`config.mk`:
```
export PLATFORM = sky130hd
export DESIGN_NAME = tcw_cell_ram
export DESIGN_NICKNAME = d
export VERILOG_FILES = /design/src/hw/rtl/tcw_cell_ram.sv
export SDC_FILE = /design/constraint.sdc
export NUM_CORES = 1
export LEC_CHECK = 0
export BUFFER_PORTS_ARGS = -buffer_cell sky130_fd_sc_hd__buf_4
export CAP_MARGIN = 10
export CORE_UTILIZATION = 40
export CTS_CLUSTER_SIZE = 24
export DETAILED_ROUTE_END_ITERATION = 6
export GPL_TIMING_DRIVEN = 0
export HOLD_SLACK_MARGIN = 0.1
export PLACE_DENSITY_LB_ADDON = 0.2
export REMOVE_ABC_BUFFERS = 1
export SLEW_MARGIN = 40
export SYNTH_ARGS = -nofsm -noshare
export SYNTH_HDL_FRONTEND = slang
export SYNTH_SLANG_ARGS = --single-unit
export TNS_END_PERCENT = 1
```
`constraint.sdc`:
```
create_clock -name clk_i -period 1.4 [get_ports clk_i]
set_input_delay 0.07 -clock clk_i [delete_from_list [all_inputs] [get_ports clk_i]]
set_output_delay 0.07 -clock clk_i [all_outputs]
set_load 0.05 [all_outputs]
```
`src/hw/rtl/tcw_cell_ram.sv`:
```
`default_nettype none

module tcw_cell_ram #(
  parameter int unsigned DEPTH = 2,
  parameter int unsigned WIDTH = 8,
  parameter int unsigned AW    = $clog2(DEPTH)
) (
  input  wire logic             clk_i,
  input  wire logic             we_i,
  input  wire logic [AW-1:0]    waddr_i,
  input  wire logic [WIDTH-1:0] wdata_i,
  input  wire logic [AW-1:0]    raddr_i,
  output logic      [WIDTH-1:0] rdata_o
);

  logic [WIDTH-1:0] mem_q [DEPTH];

  always_ff @(posedge clk_i) begin
    if (we_i) begin
      mem_q[waddr_i] <= wdata_i;
    end
  end

  always_ff @(posedge clk_i) begin
    rdata_o <= mem_q[raddr_i];
  end

endmodule

`default_nettype wire

```
# Word level (Yosys, flattened, before mapping)
# Memories as Yosys holds them, arrays and structs flattened. A register that Yosys moved wholly into a read port is not among the register bits.
# Cells that the tools add are included.
# op_classes
mux,2
# op_table
operator,count
1-bit two-way mux,2
# totals
wordCells,3
n_memories,1
mem_bits_rw,16
reg_bits,0
out_inout_bits,8
# memory_table
name,depth,width,rd,rd_clocked_by_memory_dff,write_ports,line,source
mem_q,2,8,1,1,1,16,logic [WIDTH-1:0] mem_q [DEPTH];

# Depth between registers and ports, before layout
# Gate-level depths: netlist (run 1).
# logic_depth
ltp_word,2
depth_mapped,2
ltp_nobuf,1

# Least setup slack after synthesis (run 1)
# Ideal clock, no wire load.
# synth_path
path_type,input -> register
from,in we_i
to,mem mem_q[0][0] (enable)
arrival_time_ns,0.490
slack_ns,0.537
cell_stages,1
setup_ns,0.373
n_path_buf,0
path_cell_list,nor2b_1
# synth_via
elab_chain_cells,2
# synth_lines
element,line,source
from (decl),9,"input wire logic we_i,"
1-bit two-way mux,19,if (we_i) begin
1-bit two-way mux (implied by the code),20,mem_q[waddr_i] <= wdata_i;
to (decl),16,
# No other way between the ends.

# Worst setup path after layout (run 1)
# layout_path
from,reg rdata_o[0] (read register of mem_q)
to,out rdata_o[0]
# layout_rtl
element,line,source
from (decl),13,output logic [WIDTH-1:0] rdata_o
# No word-level cell between the ends.

==> results of run 1 <==
## state kept, by name (all words and copies together) (netlist names)
signal / flops
mem_q: 16
rdata_o: 8
## power by group through the flow
stage	registers (uW)	logic (uW)	clock network, uW
detailed placement	841	188	0
CTS	824	205	297
global route	830	215	320
floorplan	915	41.3	0
global placement	839	186	0
finish	823	203	279
## final cells by class
type                       count  area share (%)
clock buffer                   3           2.145
multi-input combinational     10           12.63
sequential                    24           61.02
tap                           25           2.980
timing repair buffer          27           21.22
## per-stage QoR
step	hold slack (ps)	cells	area [um^2]	power, uW	worst slack [ps]
finish	138.9	89	1050	1305	516.6
global route	129.7	89	1050	1364	452.2
CTS	130.3	89	1050	1326	498.7
detailed placement	257.7	78	947.2	1029	257.6
global placement	255.8	78	947.2	1025	253.6
floorplan	168.9	34	773.2	956.1	536.6
## path summary, 6_finish.rpt
| path | from | endpoint | depth (start not counted) |
|---|---|---|---|
| setup reg to reg | mem_q[0][0] | rdata_o[0] | 1 |
| setup / recovery | rdata_o[0] | rdata_o[0] | 1 |
| hold / removal | raddr_i | rdata_o[3] | 2 |
| hold reg to reg | mem_q[0][1] | rdata_o[1] | 1 |
## placed cells by master (no fill, tap or decap)
cell and count:
buf_4 19, and2_1 1, edfxtp_1 16, dfxtp_1 8, nor2b_1 1, mux2_4 8
clkbuf_4 3, dlygate4sd3_1 8
## kinds of logic after synthesis
logic type	after synthesis
buf+inv	1
flops	24
mux	8
simple gates	2
## per-layer routing
layer,global-route usage (%),part of all wire [%],up-vias
li1,-,-,188
met1,12.08,39,182
met2,16.90,57,13
met3,2.353,4.4,0
met4,7.059,0,0
met5,0,0,-
## timing repair
action	CTS	global route
resized for setup	0	0
endpoints found under the hold margin	16	0
setup buffers	0	0
hold buffers	8	0
==> summary.txt, run 1 <==
Outcome
  – Status: finished clean

Drt
  – Antenna Nets Post-Route: 0
  – DRC: 0
  – Final wirelength: ~940 um
  – Routed len/inst: roughly 11 um
  – DR pass1 iterations: 1
  – Iteration-0 DRC Markers: 0
  – Vias: ~380
  – DR vias/cell: 4.303

Synth
  – Synth warn: 0
  – Area contributors post-synth: edfxtp_1 (61%), dfxtp_1 (20%), mux2_4 (15%)
  – Sequential-to-total area share from yosys stat: 81.66%
  – Synth Area in Compound Gates: 0%
  – Most frequent cell after synthesis: edfxtp_1
  – Commonest cells in the synthesized netlist: edfxtp_1 (16), dfxtp_1 (8), mux2_4 (8)
  – Post-Synth Adder-Cell Area: 0%
  – Xor/xnor share of the synthesized area: 0%
  – Most used DFF post-synth: edfxtp_1
  – Largest family of logic cells by synthesized area: multiplexers
  – Seq cells post-synth: 24
  – Mux cell area share after synthesis: 15.31%
  – Cell Area, Synth: around 780 um^2
  – Share of the synthesized area in the top cell type: a little over 60%
  – Mapped Avg Cell Area: 22.41 um^2
  – Post-synth top area cell: edfxtp_1
  – Yosys cell types: 6
  – Post-Synth Simple-Gate Area: around 1.6%
  – Asr flop ratio synth: 0%
  – Syn Inst Count: 35
  – Number of synthesized flops with an enable pin: 16

Floorplanning
  – Die area: 2142 um^2
  – IO Count: 20
  – Row Count: 15
  – Die width: around 46 um
  – Initial Utilization: roughly 44%
  – Chip Height: about 46 um
  – Core area: between 1500 and 2000 um^2

Layout
  – Antenna cells: 0
  – Area Growth Syn to Fin: 33.81%
  – Filler Cell Count: about 140
  – NumNets Final: 78
  – Storage cell area: 640.6 um^2
  – Utilization after layout: between 50 and 60%
  – Multi-input logic area: about 130 um^2
  – Ratio of cells with drive above 1 in the final layout: around 47%

Clock tree
  – H-tree depth: 1
  – Worst skew pair latency: 300 ps
  – CTS tree: built
  – CTS max path bufs: 2
  – CTS Buf Count: 3
  – Clk slew on worst S/H paths: 110 ps
  – Clock sinks: 24
  – CTS Root Cell: clkbuf_4

Pwr
  – Worst VDD drop: ~660 uV
  – P_int: approximately 1000 uW
  – Clock share of power: around a fifth
  – Sw power: ~300 uW
  – Leak Pwr: between 0.0004 and 0.0005 uW
  – Comb power frac: 15.6%
  – Part of the power in registers: a little over three fifths
  – PwrDens: about 1200 nW/um^2
  – Switching part of the total power: 23.10%

Timing
  – Final slew viol count: 0
  – RSZ-0062 raised after global routing: false
  – Slew margin rel.: about 53%
  – Minimum clock period: about 900 ps
  – Max Freq: 1132 MHz
  – Final clock skew: between 0.6 and 0.7 ps
  – Number of hold violations in the final report: 0
  – Worst-margin pin slew: ~700 ps
  – Crit share post-route: around 63%
  – Setup TNS: 0 ps
  – Final setup fails: 0

Worst setup path
  – CP Launch Type: flip-flop
  – Crit path max-delay family: flip-flops
  – Crit end category: output port
  – WP buf/inv: 1
  – Slowest stage delay, CP: approximately 330 ps
  – Crit path arrival time: about 810 ps
  – R2R Setup Slk: roughly 650 ps
  – Crit path kind: flip-flop to output port
  – Slowest cell on crit path: dfxtp_1
  – CP Data Required Time: 1330 ps
  – CP max FO: 1
  – Worst-path cell chain: buf_4

Global routing
  – First-pass GRT wire length: 1442 um
  – Initial antenna violation count: 0
  – Total track usage: slightly above 10%
  – GR Overflow Total: 0
  – Vias in the first global route: around 340
  – Largest net degree at the start of global routing: 13

Min path
  – HP Class: input pin to flip-flop

Placed design
  – PortBufs: 19
  – Global placement routability congestion: ~0.57

Job
  – Max Cap Viol: 0
Power figures use the tool's default switching activity.
==> inputs of run 2 (changes only) <==
==> constraint.sdc (replaced) <==
create_clock -name clk_i -period 0.8 [get_ports clk_i]
set_input_delay 0.04 -clock clk_i [delete_from_list [all_inputs] [get_ports clk_i]]
set_output_delay 0.04 -clock clk_i [all_outputs]
set_load 0.05 [all_outputs]
==> run 2 against run 1 <==
The run now ends with negative setup slack left. Routed wire length increased by 6.2%. Clock-buffer cell count unchanged. Worst hold slack got worse by 50 ps. Clock skew about the same. Largest power group unchanged.
==> summary.txt, run 2 (synthesized netlist as in run 1, its figures left out) <==
Timing
  – Final setup fails: 8
  – Number of hold violations in the final report: 0
  – Max Freq: 1209 MHz
  – Minimum clock period: between 800 and 900 ps
  – Crit share post-route: 103.4%
  – RSZ-0062 raised after global routing: true
  – PnR worst setup slack: -27.24 ps
  – Slew margin rel.: between 70 and 80%
  – Final slew viol count: 0
  – Setup TNS: -185.5 ps
  – Final clock skew: between 1 and 1.5 ps
  – Worst-margin pin slew: around 420 ps

Drt
  – Vias: 382
  – DR pass1 iterations: 3
  – DRC: 0
  – DR vias/cell: approximately 4.3
  – Final wirelength: 993 um
  – Iteration-0 DRC Markers: 2
  – Antenna Nets Post-Route: 0
  – Routed len/inst: approximately 11 um

Layout
  – Area Growth Syn to Fin: 42.58%
  – Ratio of cells with drive above 1 in the final layout: between 60% and 70%
  – Commonest non-fill, non-tap cell in the layout: edfxtp_1
  – Antenna cells: 0
  – Filler Cell Count: roughly 130
  – NumNets Final: just under 80
  – Utilization after layout: 62.74%
  – Max reg flops: 16
  – Commonest cells after routing, fill and taps aside: edfxtp_1 (16), buf_4 (11), mux2_4 (8), dlygate4sd3_1 (8), dfxtp_2 (8)
  – Largest Register: mem_q
  – Top Registers: mem_q: 16 flops, rdata_o: 8 flops

Pwr
  – Leak Pwr: about 0.00045 uW
  – P_int: 1814 uW
  – Part of the power in registers: between 60% and 70%
  – Worst VDD drop: about 1200 uV
  – PwrDens: between 2000 and 2500 nW/um^2
  – Sw power: between 500 and 600 uW
  – Switching part of the total power: between 20% and 30%
  – Comb power frac: between 15 and 20%
  – Clock share of power: about a fifth

Worst setup path
  – Slowest stage delay, CP: around 350 ps
  – WP buf/inv: 1
  – CP Data Required Time: ~760 ps
  – Crit path arrival time: just under 800 ps
  – CP max FO: 1
  – Crit path kind: flip-flop to output port
  – CP Launch Type: flip-flop
  – Worst-path cell chain: buf_8
  – Crit path max-delay family: flip-flops
  – Crit end category: output port
  – Slowest cell on crit path: dfxtp_2

Global routing
  – Largest net degree at the start of global routing: 13
  – Vias in the first global route: between 300 and 400
  – GR Overflow Total: 0
  – Total track usage: about a tenth
  – Initial antenna violation count: 0
  – First-pass GRT wire length: 1449 um

Outcome
  – Failing checks: negative setup slack
  – Status: finished with violations

Placed design
  – Global placement routability congestion: approximately 0.57
  – PortBufs: 19

Clock tree
  – CTS Buf Count: 3
  – Worst skew pair latency: around 300 ps
  – Setup bufs post-CTS: 0
  – Clock sinks: 24
  – Clk slew on worst S/H paths: 110 ps
  – Hold_buf cts: 8
  – H-tree depth: 1
  – CTS max path bufs: 2
  – CTS tree: built
  – CTS Root Cell: clkbuf_4

Floorplanning
  – Die area: roughly 2100 um^2
  – Die width: 46.29 um
  – IO Count: 20
  – Initial Utilization: 44.00%
  – Row Count: 15
  – Chip Height: between 40 and 50 um
  – Core area: roughly 1800 um^2

Min path
  – HP Class: input pin to flip-flop

Job
  – Max Cap Viol: 0
==> run 2: cell types whose count changed in the layout (fill, tap and decap cells not counted), moves of 7 or more <==
| cell | delta |
|---|---|
| buf_4 | -8 |
| dfxtp_1 | -8 |
| dfxtp_2 | +8 |
| buf_8 | +7 |
==> run 2: metrics by stage <==
step,area [um^2],hold slack [ps],setup WS (ps),power [uW],instances
after floorplan,773.2,138.9,-33.44,1673,34
after global placement,947.2,225.8,-316.4,1793,78
after detailed placement,947.2,227.7,-312.4,1800,78
after CTS,1090,100.3,-42.42,2358,89
after global routing,1119,83.67,-76.52,2462,89
final,1119,88.54,-27.24,2355,89
==> run 2: power groups by stage <==
stage	registers [uW]	clock network, uW	logic (uW)
after floorplan	1600	0	72.3
after global placement	1470	0	325
after detailed placement	1470	0	328
after CTS	1460	519	382
after global routing	1470	561	428
final	1460	485	407
==> run 2: worst paths after layout <==
kind	slack [ps]	to	from	cells past startpoint
worst min-delay path	90	mem_q[0][7]	waddr_i	2
worst min register to register	480	rdata_o[4]	mem_q[0][4]	1
worst max register to register	40	rdata_o[2]	mem_q[0][2]	1
worst max-delay path	-30	rdata_o[2]	rdata_o[2]	1
==> run 2: what timing repair did <==
action,CTS,global route
endpoints found under the setup margin,8,16
resized for setup,16,8
endpoints found under the hold margin,16,9
==> run 2: cell type report <==
class                           instances  area, um^2  share of cell area [%]
Multi-Input combinational cell         10       135.1                   12.08
Tap cell                               25       31.28                   2.796
Sequential cell                        24       650.6                   58.17
Timing Repair Buffer                   27       279.0                   24.94
Clock buffer                            3       22.52                   2.013
==> run 2: routing by layer <==
metal / routed length [um] / track usage (%) / vias up
met3: 40 / 2.353 / 0
met2: 552 / 17.18 / 13
li1: - / - / 188
met5: 0 / 0 / -
met1: 401 / 12.08 / 181
met4: 0 / 7.059 / 0
==> inputs of run 3 (changes only) <==
--- a/config.mk
+++ b/config.mk
@@ -7,7 +7,7 @@
 export LEC_CHECK = 0
 export BUFFER_PORTS_ARGS = -buffer_cell sky130_fd_sc_hd__buf_4
 export CAP_MARGIN = 10
-export CORE_UTILIZATION = 40
+export CORE_UTILIZATION = 44
 export CTS_CLUSTER_SIZE = 24
 export DETAILED_ROUTE_END_ITERATION = 6
 export GPL_TIMING_DRIVEN = 0
@@ -18,4 +18,3 @@
 export SYNTH_ARGS = -nofsm -noshare
 export SYNTH_HDL_FRONTEND = slang
 export SYNTH_SLANG_ARGS = --single-unit
-export TNS_END_PERCENT = 1
==> run 3 against run 2 <==
The run still ends with negative setup slack left. Worst hold slack improved by 5.1 ps. Clock skew up 1.4 ps. Utilization is 7.5 points higher. First-iteration DRC count rose to 2.5 times the previous value. Largest cell class unchanged. Highest routed layer is now met4.
==> summary.txt, run 3 (synthesized netlist as in run 1, its figures left out) <==
Outcome
  – Status: finished with violations
  – Failing checks: negative setup slack

Worst setup path
  – Crit path arrival time: 790 ps
  – Slowest stage delay, CP: approximately 350 ps
  – Crit path max-delay family: flip-flops
  – WP buf/inv: 1
  – Crit path kind: flip-flop to output port
  – R2R Setup Slk: 40 ps
  – CP max FO: 1
  – Crit end category: output port
  – Worst-path cell chain: buf_8
  – Slowest cell on crit path: dfxtp_2
  – CP Data Required Time: roughly 760 ps
  – CP Launch Type: flip-flop

Timing
  – Minimum clock period: 827.5 ps
  – PnR worst setup slack: -27.52 ps
  – Worst-margin pin slew: between 400 and 500 ps
  – Max Freq: 1208 MHz
  – Final slew viol count: 0
  – Crit share post-route: 103.4%
  – Number of hold violations in the final report: 0
  – Final hold slack: ~94 ps
  – Final setup fails: 8
  – RSZ-0062 raised after global routing: true
  – Slew margin rel.: between 70 and 80%
  – Final clock skew: between 2 and 2.5 ps

Layout
  – Max reg flops: 16
  – Utilization after layout: a little over two thirds
  – Storage cell area: between 600 and 700 um^2
  – Top Registers: mem_q: 16 flops, rdata_o: 8 flops
  – Commonest non-fill, non-tap cell in the layout: edfxtp_1
  – Filler Cell Count: between 90 and 100
  – Commonest cells after routing, fill and taps aside: edfxtp_1 (16), buf_4 (11), mux2_4 (8), dlygate4sd3_1 (8), dfxtp_2 (8)
  – Ratio of cells with drive above 1 in the final layout: about three fifths
  – Antenna cells: 0
  – Multi-input logic area: between 100 and 150 um^2
  – Area Growth Syn to Fin: 41.15%
  – NumNets Final: 78
  – Largest Register: mem_q

Placed design
  – PortBufs: 19
  – Global placement routability congestion: just under 0.6
  – Placement Setup Slack: -289.0 ps
  – Placed wire-length estimate: approximately 700 um

Global routing
  – Largest net degree at the start of global routing: 13
  – Vias in the first global route: between 400 and 500
  – GR Overflow Total: 0
  – First-pass GRT wire length: roughly 1600 um
  – Initial antenna violation count: 0
  – Total track usage: approximately an eighth

Floorplanning
  – Die area: a little under 2000 um^2
  – Row Count: 14
  – Chip Height: 44.23 um
  – Core area: around 1600 um^2
  – Die width: between 40 and 50 um
  – Initial Utilization: approximately half
  – IO Count: 20

Clock tree
  – CTS tree: built
  – Clk slew on worst S/H paths: ~110 ps
  – Hold_buf cts: 8
  – CTS Root Cell: clkbuf_4
  – CTS Buf Count: 3
  – Setup bufs post-CTS: 0
  – H-tree depth: 1
  – Clock sinks: 24
  – Worst skew pair latency: just under 300 ps
  – CTS max path bufs: 2

Pwr
  – Comb power frac: 17.3%
  – Worst VDD drop: roughly 1500 uV
  – PwrDens: around 2100 nW/um^2
  – Overall Power: between 2000 and 2500 uW
  – Switching part of the total power: approximately 23%
  – Part of the power in registers: between 60% and 70%
  – Clock share of power: ~20%
  – Leak Pwr: 0.0004473 uW
  – P_int: ~1800 uW
  – Sw power: ~530 uW

Drt
  – DRC: 0
  – Final wirelength: just over 1000 um
  – Iteration-0 DRC Markers: 5
  – Vias: 389
  – DR pass1 iterations: 6
  – Routed len/inst: around 13 um
  – Antenna Nets Post-Route: 0
  – DR vias/cell: between 4 and 5

Min path
  – HP Class: input pin to flip-flop

Job
  – Max Cap Viol: 0
## run 3: cell counts in the layout (fill, tap and decap cells not counted)
Identical to the previous run, type by type.
## run 3: routing by layer
layer | global-route usage, % | share of wire, % | vias to the layer above
li1 | - | - | 188
met3 | 3.673 | 4.3 | 2
met5 | 0 | 0 | -
met1 | 13.33 | 38 | 184
met2 | 21.76 | 56 | 15
met4 | 5.455 | 0.79 | 0
## run 3: what timing repair did
action	4_1_cts	5_1_grt
endpoints found under the hold margin	16	8
resized for setup	19	5
setup endpoints to repair	8	16
## run 3: metrics by stage
stage	instances	TNS, ps	cell area [um^2]
final	80	-162.2	1107
after CTS	80	-261.2	1090
after global placement	69	-1967	935.9
after global routing	80	-471.8	1107
after detailed placement	69	-2674	935.9
after floorplan	34	-267.5	773.2
## run 3: worst paths after layout
path	from	to	depth (start not counted)
worst min register to register	mem_q[1][0]	rdata_o[0]	1
worst max-delay path	rdata_o[2]	rdata_o[2]	1
worst max register to register	mem_q[0][3]	rdata_o[3]	1
worst min-delay path	waddr_i	mem_q[0][2]	2
## run 3: final cells by class
class                           instances  area share [%]
Clock buffer                            3           2.034
Multi-Input combinational cell         10           12.20
Sequential cell                        24           58.76
Tap cell                               16           1.808
Timing Repair Buffer                   27           25.20
## run 3: power by group through the flow
stage / registers, uW / logic, uW / clock network, uW
CTS: 1460 / 395 / 500
global placement: 1470 / 322 / 0
floorplan: 1600 / 72.3 / 0
finish: 1460 / 406 / 476
detailed placement: 1470 / 330 / 0
global route: 1470 / 425 / 548
