[src/hw/rtl/tcw_pkg.sv]
`default_nettype none

package tcw_pkg;

  localparam int unsigned COLUMNS    = 80;
  localparam int unsigned ROWS       = 25;
  localparam int unsigned CELL_COUNT = COLUMNS * ROWS;

  localparam int unsigned CHAR_W  = 8;
  localparam int unsigned CELL_W  = 16;
  localparam int unsigned ADDR_W  = 11;
  localparam int unsigned COL_W   = 7;
  localparam int unsigned ROW_W   = 5;
  localparam int unsigned SWEEP_W = $clog2(CELL_COUNT + 1);

  localparam logic [CELL_W-1:0] ATTR_MASK    = 16'hFF00;
  localparam logic [CHAR_W-1:0] NUL_CODE     = 8'h00;
  localparam logic [CHAR_W-1:0] NEWLINE_CODE = 8'h0A;
  localparam logic [CHAR_W-1:0] SPACE_CODE   = 8'h20;

  localparam logic CMD_PUT  = 1'b0;
  localparam logic CMD_READ = 1'b1;

  typedef struct packed {
    logic              cmd;
    logic [CHAR_W-1:0] char_code;
    logic [ADDR_W-1:0] cell_addr;
  } in_word_t;

  typedef struct packed {
    logic [CELL_W-1:0] cell_data;
    logic [COL_W-1:0]  cursor_col;
    logic [ROW_W-1:0]  cursor_row;
    logic              screen_cleared;
  } out_word_t;

  typedef struct packed {
    logic              we;
    logic [ADDR_W-1:0] waddr;
    logic [CELL_W-1:0] wdata;
    logic [ADDR_W-1:0] raddr;
  } ram_req_t;

endpackage

`default_nettype wire

[src/hw/rtl/tcw_if.sv]
`default_nettype none

interface tcw_in_if;
  import tcw_pkg::*;

  logic              valid;
  logic              ready;
  logic              cmd;
  logic [CHAR_W-1:0] char_code;
  logic [ADDR_W-1:0] cell_addr;

  modport source (output valid, output cmd, output char_code, output cell_addr, input ready);
  modport sink   (input valid, input cmd, input char_code, input cell_addr, output ready);
endinterface


`default_nettype wire

[src/hw/rtl/tcw_ctrl.sv]
`default_nettype none

module tcw_ctrl (
  input  wire logic                   clk_i,
  input  wire logic                   rst_ni,
  tcw_in_if.sink                      cmd_i,
  input  wire logic                   slot_free_i,
  output logic                        res_load_o,
  output tcw_pkg::out_word_t          res_o,
  output tcw_pkg::ram_req_t           ram_req_o,
  input  wire logic [tcw_pkg::CELL_W-1:0] ram_rdata_i
);
  import tcw_pkg::*;

  typedef enum logic [4:0] {
    S_INIT   = 5'b00001,
    S_IDLE   = 5'b00010,
    S_RMW    = 5'b00100,
    S_SWEEP  = 5'b01000,
    S_RESULT = 5'b10000
  } state_e;

  state_e             state_q, state_d;
  logic [COL_W-1:0]   col_q, col_d;
  logic [ROW_W-1:0]   row_q, row_d;
  logic [ADDR_W-1:0]  idx_q, idx_d;
  logic [SWEEP_W-1:0] sw_q, sw_d;
  in_word_t           item_q, item_d;
  out_word_t          res_q, res_d;

  logic [COL_W-1:0]   col_inc;
  logic [ROW_W-1:0]   row_inc;
  logic [COL_W-1:0]   col_n;
  logic [ROW_W-1:0]   row_n;
  logic [ADDR_W-1:0]  idx_n;
  logic               clear;

  assign col_inc = col_q + COL_W'(1);
  assign row_inc = row_q + ROW_W'(1);

  always_comb begin
    state_d    = state_q;
    col_d      = col_q;
    row_d      = row_q;
    idx_d      = idx_q;
    sw_d       = sw_q;
    item_d     = item_q;
    res_d      = res_q;
    res_load_o = 1'b0;
    ram_req_o  = '0;
    cmd_i.ready = 1'b0;
    col_n      = col_q;
    row_n      = row_q;
    idx_n      = idx_q;
    clear      = 1'b0;

    unique case (state_q)
      S_INIT: begin
        ram_req_o.we    = 1'b1;
        ram_req_o.waddr = sw_q[ADDR_W-1:0];
        if (sw_q == SWEEP_W'(CELL_COUNT - 1)) begin
          sw_d    = '0;
          state_d = S_IDLE;
        end else begin
          sw_d = sw_q + SWEEP_W'(1);
        end
      end

      S_IDLE: begin
        cmd_i.ready = 1'b1;
        if (cmd_i.cmd == CMD_READ) begin
          if (cmd_i.cell_addr < ADDR_W'(CELL_COUNT)) begin
            ram_req_o.raddr = cmd_i.cell_addr;
          end
        end else begin
          ram_req_o.raddr = idx_q;
        end
        if (cmd_i.valid) begin
          item_d.cmd       = cmd_i.cmd;
          item_d.char_code = cmd_i.char_code;
          item_d.cell_addr = cmd_i.cell_addr;
          state_d          = S_RMW;
        end
      end

      S_RMW: begin
        res_d = '0;
        if (item_q.cmd == CMD_READ) begin
          if (item_q.cell_addr < ADDR_W'(CELL_COUNT)) begin
            res_d.cell_data = ram_rdata_i;
          end
        end else if (item_q.char_code != NUL_CODE) begin
          if (item_q.char_code == NEWLINE_CODE) begin
            col_n = '0;
            row_n = row_inc;
            idx_n = idx_q - ADDR_W'(col_q) + ADDR_W'(COLUMNS);
          end else begin
            ram_req_o.we    = 1'b1;
            ram_req_o.waddr = idx_q;
            ram_req_o.wdata = (ram_rdata_i & ATTR_MASK) | {{(CELL_W-CHAR_W){1'b0}},
                                                           item_q.char_code};
            idx_n = idx_q + ADDR_W'(1);
            if (col_inc >= COL_W'(COLUMNS)) begin
              col_n = '0;
              row_n = row_inc;
            end else begin
              col_n = col_inc;
            end
          end
          if (row_n >= ROW_W'(ROWS)) begin
            clear = 1'b1;
            col_n = '0;
            row_n = '0;
            idx_n = '0;
          end
        end
        col_d                = col_n;
        row_d                = row_n;
        idx_d                = idx_n;
        res_d.cursor_col     = col_n;
        res_d.cursor_row     = row_n;
        res_d.screen_cleared = clear;
        if (clear) begin
          sw_d    = '0;
          state_d = S_SWEEP;
        end else if (slot_free_i) begin
          res_load_o = 1'b1;
          state_d    = S_IDLE;
        end else begin
          state_d = S_RESULT;
        end
      end

      S_SWEEP: begin
        if (sw_q < SWEEP_W'(CELL_COUNT)) begin
          ram_req_o.raddr = sw_q[ADDR_W-1:0];
        end
        if (sw_q != '0) begin
          ram_req_o.we    = 1'b1;
          ram_req_o.waddr = ADDR_W'(sw_q - SWEEP_W'(1));
          ram_req_o.wdata = (ram_rdata_i & ATTR_MASK) | {{(CELL_W-CHAR_W){1'b0}}, SPACE_CODE};
        end
        if (sw_q == SWEEP_W'(CELL_COUNT)) begin
          sw_d    = '0;
          state_d = S_RESULT;
        end else begin
          sw_d = sw_q + SWEEP_W'(1);
        end
      end

      S_RESULT: begin
        if (slot_free_i) begin
          res_load_o = 1'b1;
          state_d    = S_IDLE;
        end
      end

      default: begin
        sw_d    = '0;
        state_d = S_INIT;
      end
    endcase
  end

  assign res_o = res_d;

  always_ff @(posedge clk_i or negedge rst_ni) begin
    if (!rst_ni) begin
      state_q <= S_INIT;
      col_q   <= '0;
      row_q   <= '0;
      idx_q   <= '0;
      sw_q    <= '0;
    end else begin
      state_q <= state_d;
      col_q   <= col_d;
      row_q   <= row_d;
      idx_q   <= idx_d;
      sw_q    <= sw_d;
    end
  end

  always_ff @(posedge clk_i) begin
    item_q <= item_d;
    res_q  <= res_d;
  end

endmodule

`default_nettype wire

[src/flat_wrapper.sv]
// flat-port wrapper written by rule: the top's interface ports become plain ports
module tcw_ctrl_flat import tcw_pkg::*;
  (clk_i, rst_ni, slot_free_i, res_load_o, res_o, ram_req_o, ram_rdata_i, cmd_i_valid, cmd_i_cmd, cmd_i_char_code, cmd_i_cell_addr, cmd_i_ready);
  tcw_in_if cmd_i_i ();
  input  wire logic clk_i;
  input  wire logic rst_ni;
  input  wire logic slot_free_i;
  output logic res_load_o;
  output tcw_pkg::out_word_t res_o;
  output tcw_pkg::ram_req_t ram_req_o;
  input  wire logic [tcw_pkg::CELL_W-1:0] ram_rdata_i;
  input wire logic [$bits(cmd_i_i.valid)-1:0] cmd_i_valid;
  input wire logic [$bits(cmd_i_i.cmd)-1:0] cmd_i_cmd;
  input wire logic [$bits(cmd_i_i.char_code)-1:0] cmd_i_char_code;
  input wire logic [$bits(cmd_i_i.cell_addr)-1:0] cmd_i_cell_addr;
  output wire logic [$bits(cmd_i_i.ready)-1:0] cmd_i_ready;
  assign cmd_i_i.valid = cmd_i_valid;
  assign cmd_i_i.cmd = cmd_i_cmd;
  assign cmd_i_i.char_code = cmd_i_char_code;
  assign cmd_i_i.cell_addr = cmd_i_cell_addr;
  assign cmd_i_ready = cmd_i_i.ready;
  tcw_ctrl u_core (.clk_i(clk_i), .rst_ni(rst_ni), .cmd_i(cmd_i_i), .slot_free_i(slot_free_i), .res_load_o(res_load_o), .res_o(res_o), .ram_req_o(ram_req_o), .ram_rdata_i(ram_rdata_i));
endmodule
[config.mk]
export PLATFORM = sky130hd
export DESIGN_NAME = tcw_ctrl_flat
export DESIGN_NICKNAME = d
export VERILOG_FILES = /design/src/hw/rtl/tcw_pkg.sv /design/src/hw/rtl/tcw_if.sv /design/src/hw/rtl/tcw_ctrl.sv /design/src/flat_wrapper.sv
export SDC_FILE = /design/constraint.sdc
export NUM_CORES = 1
export LEC_CHECK = 0
export BUFFER_PORTS_ARGS = -buffer_cell sky130_fd_sc_hd__buf_2
export CAP_MARGIN = 0
export CORE_UTILIZATION = 60
export DETAILED_ROUTE_END_ITERATION = 8
export GPL_ROUTABILITY_DRIVEN = 0
export GPL_TIMING_DRIVEN = 0
export MAX_ROUTING_LAYER = met4
export PLACE_DENSITY_LB_ADDON = 0.25
export SLEW_MARGIN = 20
export SYNTH_ARGS = -nofsm -noshare
export SYNTH_HDL_FRONTEND = slang
export SYNTH_SLANG_ARGS = --single-unit
[constraint.sdc]
create_clock -name clk_i -period 6 [get_ports clk_i]
set_clock_uncertainty 0.05 [all_clocks]
set_input_delay 1.2 -clock clk_i [delete_from_list [all_inputs] [get_ports clk_i]]
set_output_delay 1.2 -clock clk_i [all_outputs]
set_load 0.02 [all_outputs]
# After elaboration in Yosys (flattened, before gate mapping)
# Cells that the tools add are included.
# totals
regBits,88
input_bits,40
out_inout_bits,70
# classes
n_addsub,7
magnitude_cmp,5
n_eq_ne,13
n_mux,47
n_bitwise,3
reduce_logical,7
# op_table
operator,n
$mux W28,4
$mux W11,8
$mux W5,14
$pmux W11 S4,1
$pmux W12 S3,1
$mux W7,5
$lt A11 B11 Y1 const B,3
$mux W16,2
$pmux W16 S2,1
$mux W29,1
$pmux W5 S5,1
$add A11 B1 Y11 const B,2
$eq A11 B11 Y1 const B,2
$pmux W11 S2,1
$or A16 B8 Y16,1
$add A11 B7 Y11 const B,1
$reduce_bool A11 Y1,1
$sub A11 B1 Y11 const B,1
$sub A11 B7 Y11,1
$eq A8 B4 Y1 const B,1
$reduce_bool A8 Y1,1
$add A7 B1 Y7 const B,1
$ge A7 B7 Y1 const B,1
$mux W1,7
other kinds (15),20

# Depth between registers and ports, before layout
# Gate-level depths: netlist of the first run.
# logic_depth
word_depth,14
mapped_depth,13

# Least setup slack after synthesis of the first run
# OpenSTA, ideal clock, no wires.
# synth_path
kind,reg2out
start,reg u_core.col_q[0]
end,out res_o[8] (netlist bit)
arrival_time_ns,2.464
required_ns,4.750
setup_slack_ns,2.286
stages_incl_launch_ff,10
path_cell_list,dfrtp_1 ha_1 nand4_2 o21a_1 o221ai_2 nand3_1 clkbuf_1 o21ai_0 a21oi_1 o21ai_0
# synth_lines
element,line_no,text
"start, declared",tcw_ctrl.sv:24,"logic [COL_W-1:0] col_q, col_d;"
"start signal, assigned",tcw_ctrl.sv:176,col_q <= col_d;
"end, declared",flat_wrapper.sv:9,output tcw_pkg::out_word_t res_o;

==> reports/qor.tcl, run 1 <==
set qor(outcome) {complete, no violations}
set qor(worstSkewPairLatency_ps) 370
set qor(grt_most_used_layer) {met2}
set qor(worstPathCellList) {ha_1, nand4_2, o21a_1, o221ai_2, nand3_1, clkbuf_1, o21ai_0, a21oi_1, o21ai_0, buf_2}
set qor(pwr_density_cell_nw_per_um2) 284.2
set qor(r2r-end) {u_core.sw_q[10]$_DFFE_PN0P_}
set qor(post_synth_num_cell_types) 71
set qor(synth_top_cells_by_area) {dfrtp_1 18%, dfxtp_1 11%, edfxtp_1 9.0%}
set qor(dp_hpwl_mm) 11.50
set qor(remaining_drc_errors) 0
set qor(detail_route.vias_per_cell) 6.481
set qor(route.antenna.remaining_nets) 0
set qor(max_freq_mhz) 224.6
set qor(cts_tree) {yes}
set qor(cts_resized) 0
set qor(grt_pass1_vias) 4997
set qor(yosysMostFrequentCell) {nand2_1}
set qor(setup_total_negative_slack_ps) 0
set qor(numCtsBuffers) 9
set qor(cells_after_synth) 624
set qor(synthArstFlopShare_pct) 46.43
set qor(critical_path.most_common_cell) {o21ai_0}
set qor(regArea_um2) 2038
set qor(cts_hold_repair.buffers) 0
set qor(crit_type) {reg -> out}
set qor(number_of_maximum_capacitance_constraint_violations) 0
set qor(grt-ovfl-total) 0
set qor(area_growth_syn_to_layout_pct) 16.32
set qor(postSynthRegisterBits) 84
set qor(yosysSeqAreaShare_pct) 38.03
set qor(worstRegToRegCells) 9
set qor(post_synth_most_frequent_cells) {68 x nand2_1, 60 x o21ai_0, 52 x nor2_1}
set qor(multiInputGateArea_um2) 3082
set qor(setup.worst_path.end_class) {output pin}
set qor(crit_path_start) {u_core.col_q[0]$_DFFE_PN0N_}
set qor(timing.critical_path.to) {res_o[8]}
set qor(hold_path_class) {reg -> reg}
set qor(postSynthAreaPerCell_um2) 8.590
set qor(cts_root_buffer) {clkbuf_8}
set qor(m3_gr_usage_pct) 6.495
set qor(crit_path_arrival_time_ps) 3200
set qor(post_cts_buffers) 0
set qor(floorplan.initialDensity_pct) 61.76
set qor(cts_htree_levels) 3
set qor(tot_pwr_mw) 1.772
set qor(met1_usage_pct) 43.72
set qor(grt_setup_unrepaired) {no}
set qor(design.portCount) 110
set qor(dieHeight_um) 96.52
set qor(core.rowCount) 34
set qor(relative_max_transition_margin_pct) 35.15
set qor(grt_start_max_net_pins) 40
set qor(worst-endpoint-required_ps) 4750
set qor(routed_wire_length_per_instance_um) 18.10
set qor(global_route_usage_over_all_layers_pct) 34.92
set qor(timing_worst_slew_pin_value_ps) 972.8
set qor(fin_crit_ps) 4452
set qor(worst_path_max_delay_cell) {dfrtp_1}
set qor(antenna_found_initial) 0
set qor(reg2reg_from) {u_core.row_q[1]$_DFFE_PN0N_}
set qor(startpoint_type) {register}
set qor(clock_tree.buffer_depth) 2
set qor(cp_slowest_stage_delay_ps) 510
set qor(report.final.slew_viol_count) 0
set qor(placement.io_buffers) 109
set qor(finalCoreUtilization_pct) 71.84
set qor(detail_route.first_pass.iterations) 5
set qor(synth_largest_type_area_fraction_pct) 17.74
set qor(drive_gt1_share_pct) 19.49
set qor(count_of_final_setup_violators) 0
set qor(clock_net_sink_count) 84
set qor(drt-initial-drc-count) 397
set qor(core_area_um2) 8678
set qor(synth-main-ff-cell) {dfrtp_1}
set qor(antenna_cells) 0
set qor(dieArea_um2) 9315
set qor(totalWireLength_mm) 15.52
set qor(path_max_fanout) 10
set qor(dr_vias) 5554
set qor(final_cell_count_no_fill) 857
set qor(cts.clk_slew.worst_paths_ps) 90
set qor(hold_path_startpoint) {u_core.res_q[4]$_DFF_P_}
set qor(synth_top_cell_by_area) {dfrtp_1}
set qor(die_w_um) 96.52
set qor(synth_enable_flop_cells) 16
set qor(synthesis.area_um2) 5360
set qor(grt_first_pass_wirelength_mm) 23.99
set qor(ys.warnings.count) 0
set qor(cellLeakagePower_nw) 2.783
set qor(syn_nets) 690
set qor(globalRouteMet2Util_pct) 54.64
set qor(numPlacedInstances) 841
set qor(setup.reg_to_reg.worst_slack_ps) 2980
set qor(hold_path_depth) 2
set qor(timing.final.crit_share_pct) 74.20
set qor(max-vdd-ir-drop_mv) 0.1649
set qor(final_hold_viol_count) 0
set qor(filler_cell_count) 680
set qor(final_net_count) 810
-- state kept, by name, summed over array words and instances (netlist names) --
name	count
u_core.col_q	7
u_core.state_q	5
u_core.res_q	29
u_core.idx_q	11
u_core.row_q	5
u_core.item_q	16
u_core.sw_q	11
-- how the worst min path moves through the flow --
| stage | endpoint | slack (ps) |
|---|---|---|
| floorplan | u_core.state_q[0]$_DFFE_PN1P_ | 450 |
| global placement | u_core.res_q[1]$_DFF_P_ | 390 |
| detailed placement | u_core.res_q[1]$_DFF_P_ | 400 |
| CTS | u_core.res_q[4]$_DFF_P_ | 420 |
| global route | u_core.res_q[22]$_DFF_P_ | 450 |
| finish | u_core.res_q[4]$_DFF_P_ | 410 |
-- routing by layer --
metal | wire [um] | share of wire [%] | up-vias
met2 | 7479 | 48 | 341
li1 | - | - | 2535
met3 | 1492 | 9.6 | 52
met4 | 506 | 3.3 | 0
met5 | 0 | 0 | -
met1 | 6036 | 39 | 2626
-- layout make-up --
class	count	share of cell area, %
multi-input combinational	477	49.43
sequential	84	32.69
timing repair buffer	109	8.750
clock buffer	11	2.448
buffer	35	2.167
tap	108	2.167
inverter	28	1.686
clock inverter	5	0.6623
-- cells by family after synthesis --
| kind of cell | synth area share [%] |
|---|---|
| adders and majority gates | 6.209 |
| xor gates and xnor gates | 2.288 |
| and+or+nand+nor | 22.36 |
| AOI/OAI and AO/OA | 26.45 |
| buffers and inverters | 4.482 |
| DFF | 38.03 |
| muxes | 0.1867 |
-- report_power, final --
group | switching (mW) | internal, mW | leakage (nW) | total [mW]
clock | 0.225 | 0.179 | 0.0917 | 0.405
sequential | 0.0565 | 0.666 | 0.914 | 0.722
combinational | 0.419 | 0.227 | 1.78 | 0.645
total | 0.700 | 1.07 | 2.78 | 1.77
-- stage by stage --
stage	instance area [um2]	hold WS (ps)	setup slack (ps)
global route	6235	448.2	1262
global placement	6041	393.9	2077
detailed placement	6041	401.1	1983
floorplan	5360	449.0	2286
CTS	6235	422.7	1553
finish	6235	411.3	1548
-- critical path: cells and delay by family (launching register included) --
kind                     cells  cell delay, ps
AO/OA/AOI/OAI                5            1110
adder cells (fa/ha/maj)      1             300
buffers and inverters        2             480
flip-flops                   1             510
AND/OR/NAND/NOR              2             430
-- layout by cell type, fill, tap and decap left out, types with 5 or more instances in the layout --
master	n
a21oi_1	32
a221oi_1	5
a22o_1	28
a22oi_1	6
a31oi_1	5
a41oi_1	7
and2_1	13
and3_1	9
buf_2	112
clkbuf_1	32
clkbuf_8	9
dfrtp_1	38
dfxtp_1	29
edfxtp_1	16
ha_1	25
inv_1	27
nand2_1	68
nand3_1	15
nand4_1	9
nor2_1	52
nor2b_1	17
nor3_1	15
o21a_1	9
o21ai_0	60
o22ai_1	7
o31ai_1	5
or3_1	8
xnor2_1	12
(Power assumes the default switching activity.)
==> inputs of run 2 (changes only) <==
--- a/config.mk
+++ b/config.mk
@@ -7,7 +7,7 @@
 export LEC_CHECK = 0
 export BUFFER_PORTS_ARGS = -buffer_cell sky130_fd_sc_hd__buf_2
 export CAP_MARGIN = 0
-export CORE_UTILIZATION = 60
+export CORE_UTILIZATION = 50
 export DETAILED_ROUTE_END_ITERATION = 8
 export GPL_ROUTABILITY_DRIVEN = 0
 export GPL_TIMING_DRIVEN = 0
==> constraint.sdc (replaced) <==
create_clock -name clk_i -period 3.9 [get_ports clk_i]
set_clock_uncertainty 0.05 [all_clocks]
set_input_delay 0.78 -clock clk_i [delete_from_list [all_inputs] [get_ports clk_i]]
set_output_delay 0.78 -clock clk_i [all_outputs]
set_load 0.02 [all_outputs]
==> reports/qor.tcl, run 2 (synthesized netlist as in run 1, its figures left out) <==
set qor(outcome) {complete, no violations}
set qor(max-vdd-ir-drop_mv) 0.2133 ;# +29%
set qor(timing_worst_slew_pin_value_ps) 963.5 ;# -9.303 ps
set qor(remaining_drc_errors) 0 ;# unchanged
set qor(hold_path_depth) 2 ;# unchanged
set qor(worstPathCellList) {ha_2, nand4_4, o21a_1, o221ai_4, nand3_2, buf_2, o21ai_0, a221oi_1, nor2_1, buf_2}
set qor(area_growth_syn_to_layout_pct) 19.40
set qor(cts.clk_slew.worst_paths_ps) 100 ;# about the same
set qor(final_layout_worst_hold_slack_ps) 417.5 ;# +6.144 ps
set qor(mostFrequentLayoutCells) {113 x buf_2, 68 x nand2_1, 60 x o21ai_0}
set qor(reg2reg_from) {u_core.idx_q[0]$_DFFE_PN0P_}
set qor(clock_net_sink_count) 84 ;# unchanged
set qor(grt-ovfl-total) 0 ;# unchanged
set qor(placement.io_buffers) 109 ;# unchanged
set qor(dieArea_um2) 11140 ;# +20%
set qor(relative_max_transition_margin_pct) 35.77 ;# +0.62 points
set qor(core_area_um2) 10370 ;# +19%
set qor(numPlacedInstances) 869 ;# +3.3%
set qor(floorplan.initialDensity_pct) 51.69 ;# -10 points
set qor(max_freq_mhz) 269.3
set qor(crit_path_arrival_time_ps) 2880 ;# -320 ps
set qor(routed_wire_length_per_instance_um) 17.76 ;# -1.9%
set qor(number_of_flip_flops_in_the_largest_register) 29 ;# unchanged
set qor(design.portCount) 110 ;# unchanged
set qor(hold_path_startpoint) {u_core.res_q[8]$_DFF_P_}
set qor(core.rowCount) 37 ;# +8.8%
set qor(startpoint_type) {register}
set qor(design_area_um2) 6400 ;# +2.6%
set qor(setup.reg_to_reg.worst_slack_ps) 1090 ;# -1890 ps
set qor(worstSkewPairLatency_ps) 370 ;# about the same
set qor(cts_tree) {yes}
set qor(grt_start_max_net_pins) 40 ;# unchanged
set qor(crit_type) {reg -> out}
set qor(grt_first_pass_wirelength_mm) 25.42 ;# +6.0%
set qor(grt_pass1_vias) 5132 ;# +2.7%
set qor(dieHeight_um) 105.5 ;# +9.4%
set qor(timing.final.crit_share_pct) 95.22
set qor(critical_path.most_common_cell) {buf_2}
set qor(numCtsBuffers) 9 ;# unchanged
set qor(number_of_maximum_capacitance_constraint_violations) 0 ;# unchanged
set qor(path_max_fanout) 10 ;# unchanged
set qor(worst-endpoint-required_ps) 3070 ;# -1680 ps
set qor(worstRegToRegCells) 13 ;# +4
set qor(cts_root_buffer) {clkbuf_8}
set qor(worst_path_max_delay_cell) {dfrtp_2}
set qor(finalCoreUtilization_pct) 61.72 ;# -10 points
set qor(antenna_found_initial) 0 ;# unchanged
set qor(max_flop_register) {u_core.res_q}
set qor(cts_htree_levels) 3 ;# unchanged
set qor(dr_vias) 5479 ;# -1.4%
set qor(leading_cell_type_in_the_layout_fill_and_taps_excluded) {buf_2}
set qor(setup_total_negative_slack_ps) 0 ;# unchanged
set qor(setup.worst_path.end_class) {output pin}
set qor(final_cell_count_no_fill) 892 ;# +4.1%
set qor(die_w_um) 105.5 ;# +9.4%
set qor(final_net_count) 817 ;# +0.86%
set qor(final_hold_viol_count) 0 ;# unchanged
set qor(dpl-instance-area_um2) 6076 ;# +0.58%
set qor(holdPathEnd) {u_core.res_q[8]$_DFF_P_}
set qor(hold_path_class) {reg -> reg}
set qor(report.final.slew_viol_count) 0 ;# unchanged
set qor(cellLeakagePower_nw) 2.830 ;# +1.7%
set qor(detail_route.first_pass.iterations) 7 ;# +2
set qor(drive_gt1_share_pct) 22.22 ;# +2.7 points
set qor(dp_hpwl_mm) 11.78 ;# +2.4%
set qor(cp_slowest_stage_delay_ps) 460 ;# -50 ps
set qor(totalWireLength_mm) 15.84 ;# +2.1%
set qor(detail_route.vias_per_cell) 6.142 ;# -5.2%
set qor(drt-initial-drc-count) 484 ;# +22%
set qor(cts_hold_repair.buffers) 0 ;# unchanged
set qor(r2r-end) {u_core.idx_q[9]$_DFFE_PN0P_}
set qor(filler_cell_count) 893 ;# +31%
set qor(crit_path_start) {u_core.col_q[0]$_DFFE_PN0N_}
set qor(clock_tree.buffer_depth) 2 ;# unchanged
set qor(pwr_density_cell_nw_per_um2) 425.7 ;# +50%
set qor(antenna_cells) 0 ;# unchanged
set qor(route.antenna.remaining_nets) 0 ;# unchanged
set qor(reg.largest.list) {u_core.res_q x29, u_core.item_q x16}
set qor(global_route_usage_over_all_layers_pct) 29.48 ;# -5.4 points
set qor(count_of_final_setup_violators) 0 ;# unchanged
set qor(fin_crit_ps) 3714
==> run 2: cell count changes in the layout (fill, tap and decap cells not counted), sizes merged <==
cell / change
buf: +9
clkinv: +1
clkbuf: -4
inv: +1
==> run 2: cell type report <==
cell class / instances / area (um2) / area share (%)
Multi-Input combinational cell: 477 / 3151 / 49.23
Sequential cell: 84 / 2042 / 31.91
Timing Repair Buffer: 117 / 605.6 / 9.462
Tap cell: 136 / 170.2 / 2.659
Buffer: 34 / 133.9 / 2.092
Clock buffer: 9 / 123.9 / 1.935
Inverter: 28 / 105.1 / 1.642
Clock inverter: 7 / 68.82 / 1.075
==> run 2: how the worst max path moves through the flow <==
stage / depth (start not counted) / endpoint
after CTS: 9 / res_load_o
after floorplan: 9 / res_o[8]
final: 10 / res_o[10]
after detailed placement: 10 / res_load_o
after global placement: 10 / res_load_o
after global routing: 10 / res_o[8]
==> run 2: metal layers <==
layer	vias up	part of all wire (%)	GRT usage, %
li1	2544	-	-
met1	2612	43	38.43
met2	290	47	46.71
met3	33	8.6	4.205
met4	0	2.0	11.11
met5	-	0	-
==> run 2: power by group <==
group | switching, mW | total (mW) | internal, mW
Clock | 0.374 | 0.621 | 0.247
Combinational | 0.644 | 0.992 | 0.349
Sequential | 0.0858 | 1.11 | 1.03
Total | 1.10 | 2.72 | 1.62
==> run 2: timing repair <==
action,in CTS,in global routing
setup buffers,0,8
endpoints found under the setup margin,6,21
endpoints found under the hold margin,0,0
pin swaps,0,3
resized for setup,2,18
==> run 2: critical path, delay by kind of cell, from the launching register on <==
kind | cells | cell delay [ps]
AO/OA/AOI/OAI | 4 | 920
adder cells (fa/ha/maj) | 1 | 260
buffers and inverters | 2 | 400
flip-flops | 1 | 460
AND/OR/NAND/NOR | 3 | 470
==> run 2: stage by stage <==
step	power, mW	worst slack [ps]
after floorplan	1.786	605.9
after detailed placement	2.096	326.7
after global routing	2.867	-18.56
final	2.724	186.2
after CTS	2.714	27.59
after global placement	2.069	388.4
==> inputs of run 3 (changes only) <==
--- a/config.mk
+++ b/config.mk
@@ -12,7 +12,7 @@
 export GPL_ROUTABILITY_DRIVEN = 0
 export GPL_TIMING_DRIVEN = 0
 export MAX_ROUTING_LAYER = met4
-export PLACE_DENSITY_LB_ADDON = 0.25
+export PLACE_DENSITY = 0.88
 export SLEW_MARGIN = 20
 export SYNTH_ARGS = -nofsm -noshare
 export SYNTH_HDL_FRONTEND = slang
==> reports/qor.tcl, run 3 (synthesized netlist as in run 1, its figures left out) <==
set qor(numCtsBuffers) 9 ;# unchanged
set qor(leading_cell_type_in_the_layout_fill_and_taps_excluded) {buf_2}
set qor(report.final.slew_viol_count) 0 ;# unchanged
set qor(number_of_flip_flops_in_the_largest_register) 29 ;# unchanged
set qor(detail_route.vias_per_cell) 6.330 ;# +3.0%
set qor(grt-ovfl-total) 0 ;# unchanged
set qor(tot_pwr_mw) 2.730 ;# +0.22%
set qor(timing_worst_slew_pin_value_ps) 947.2 ;# -16.30 ps
set qor(detail_route.first_pass.iterations) 5 ;# -2
set qor(routed_wire_length_per_instance_um) 17.74 ;# -0.11%
set qor(area_growth_syn_to_layout_pct) 18.93
set qor(timing.final.crit_share_pct) 99.15 ;# +3.9 points
set qor(antenna_cells) 0 ;# unchanged
set qor(finalCoreUtilization_pct) 61.47 ;# -0.24 points
set qor(cts.clk_slew.worst_paths_ps) 80 ;# -20 ps
set qor(fin_crit_ps) 3867 ;# +153.0 ps
set qor(final_net_count) 814 ;# -0.37%
set qor(max_flop_register) {u_core.res_q}
set qor(grt_first_pass_wirelength_mm) 24.61 ;# -3.2%
set qor(crit_type) {reg -> out}
set qor(clock_net_sink_count) 84 ;# unchanged
set qor(hold_path_class) {reg -> reg}
set qor(core.rowCount) 37 ;# unchanged
set qor(grt_start_max_net_pins) 40 ;# unchanged
set qor(drive_gt1_share_pct) 21.25 ;# -0.97 points
set qor(worst_slack_ps) 33.23 ;# -153.0 ps
set qor(max_freq_mhz) 258.6 ;# -4.0%
set qor(final_cell_count_no_fill) 889 ;# -0.34%
set qor(drt-initial-drc-count) 653 ;# +35%
set qor(design.portCount) 110 ;# unchanged
set qor(remaining_drc_errors) 0 ;# unchanged
set qor(dpl-instance-area_um2) 6076 ;# unchanged
set qor(totalWireLength_mm) 15.77 ;# -0.44%
set qor(global_route_usage_over_all_layers_pct) 28.48 ;# -1.0 points
set qor(crit_path_arrival_time_ps) 3040 ;# +160 ps
set qor(cts_hold_repair.buffers) 0 ;# unchanged
set qor(grt_pass1_vias) 5173 ;# +0.80%
set qor(dr_vias) 5627 ;# +2.7%
set qor(dieArea_um2) 11140 ;# unchanged
set qor(max-vdd-ir-drop_mv) 0.1857 ;# -13%
set qor(mostFrequentLayoutCells) {113 x buf_2, 68 x nand2_1, 60 x o21ai_0}
set qor(cellLeakagePower_nw) 2.830 ;# about the same
set qor(dieHeight_um) 105.5 ;# unchanged
set qor(setup.worst_path.end_class) {output pin}
set qor(dp_hpwl_mm) 11.47 ;# -2.6%
set qor(placement.io_buffers) 109 ;# unchanged
set qor(route.antenna.remaining_nets) 0 ;# unchanged
set qor(cts_tree) {yes}
set qor(final_layout_worst_hold_slack_ps) 416.8 ;# -0.6790 ps
set qor(setup_total_negative_slack_ps) 0 ;# unchanged
set qor(count_of_final_setup_violators) 0 ;# unchanged
set qor(design_area_um2) 6375 ;# -0.39%
set qor(path_max_fanout) 10 ;# unchanged
set qor(worstSkewPairLatency_ps) 380 ;# about the same
set qor(worst-endpoint-required_ps) 3070 ;# about the same
set qor(reg.largest.list) {u_core.res_q x29, u_core.item_q x16}
set qor(relative_max_transition_margin_pct) 36.02 ;# +0.25 points
set qor(clock_tree.buffer_depth) 2 ;# unchanged
set qor(startpoint_type) {register}
set qor(cts_htree_levels) 3 ;# unchanged
set qor(pwr_density_cell_nw_per_um2) 428.3 ;# +0.62%
set qor(numPlacedInstances) 869 ;# unchanged
set qor(preCtsSetupSlack_ps) 299.1 ;# -27.59 ps
set qor(antenna_found_initial) 0 ;# unchanged
set qor(grt_setup_unrepaired) {yes}
set qor(outcome) {complete, no violations}
set qor(floorplan.initialDensity_pct) 51.69 ;# unchanged
set qor(core_area_um2) 10370 ;# unchanged
set qor(cts_root_buffer) {clkbuf_8}
set qor(final_hold_viol_count) 0 ;# unchanged
set qor(die_w_um) 105.5 ;# unchanged
set qor(number_of_maximum_capacitance_constraint_violations) 0 ;# unchanged
[run 3: where the power goes]
group          switching (mW)  internal, mW
Combinational           0.653         0.349
Clock                   0.329         0.287
Sequential             0.0863          1.03
Total                    1.07          1.66
[run 3: worst paths after layout]
check / startpoint / endpoint / slack [ps] / cells after the start
max reg2reg: u_core.idx_q[0]$_DFFE_PN0P_ / u_core.idx_q[9]$_DFFE_PN0P_ / 990 / 13
min reg2reg: u_core.res_q[1]$_DFF_P_ / u_core.res_q[1]$_DFF_P_ / 420 / 2
min: u_core.res_q[1]$_DFF_P_ / u_core.res_q[1]$_DFF_P_ / 420 / 2
max: u_core.col_q[0]$_DFFE_PN0N_ / res_o[8] / 30 / 10
max in group asynchronous: rst_ni / u_core.col_q[0]$_DFFE_PN0N_ / 2670 / 1
min in group asynchronous: rst_ni / u_core.sw_q[7]$_DFFE_PN0P_ / 470 / 1
[run 3: layout make-up]
| type | instances | area, um2 |
|---|---|---|
| multi-input combinational | 477 | 3154 |
| tap | 136 | 170.2 |
| timing repair buffer | 114 | 583.1 |
| clock inverter | 3 | 18.77 |
| fill | 877 | 3995 |
| inverter | 28 | 105.1 |
| buffer | 34 | 133.9 |
| clock buffer | 13 | 170.2 |
| sequential | 84 | 2039 |
[run 3: what timing repair did]
action                     CTS  global route
buffers inserted             1             4
gates resized for setup      5            13
pin swaps                    1             2
setup endpoints to repair    5            22
[run 3: per-layer routing]
metal  GRT usage, %  up-vias  part of all wire (%)
met4          12.70        0                   3.3
met1          35.87     2638                    41
met3          5.318       60                   9.7
met5              -        -                     0
li1               -     2546                     -
met2          44.78      383                    46
[run 3: worst max-delay path, stage by stage (launching register included)]
cell and delay [ps]:
dfrtp_2 460, ha_2 270, nand4_4 160, o21a_1 290
o221ai_4 320, nand3_2 190, buf_2 230, nor3_1 240
a21oi_1 80, o21ai_0 210, buf_2 210
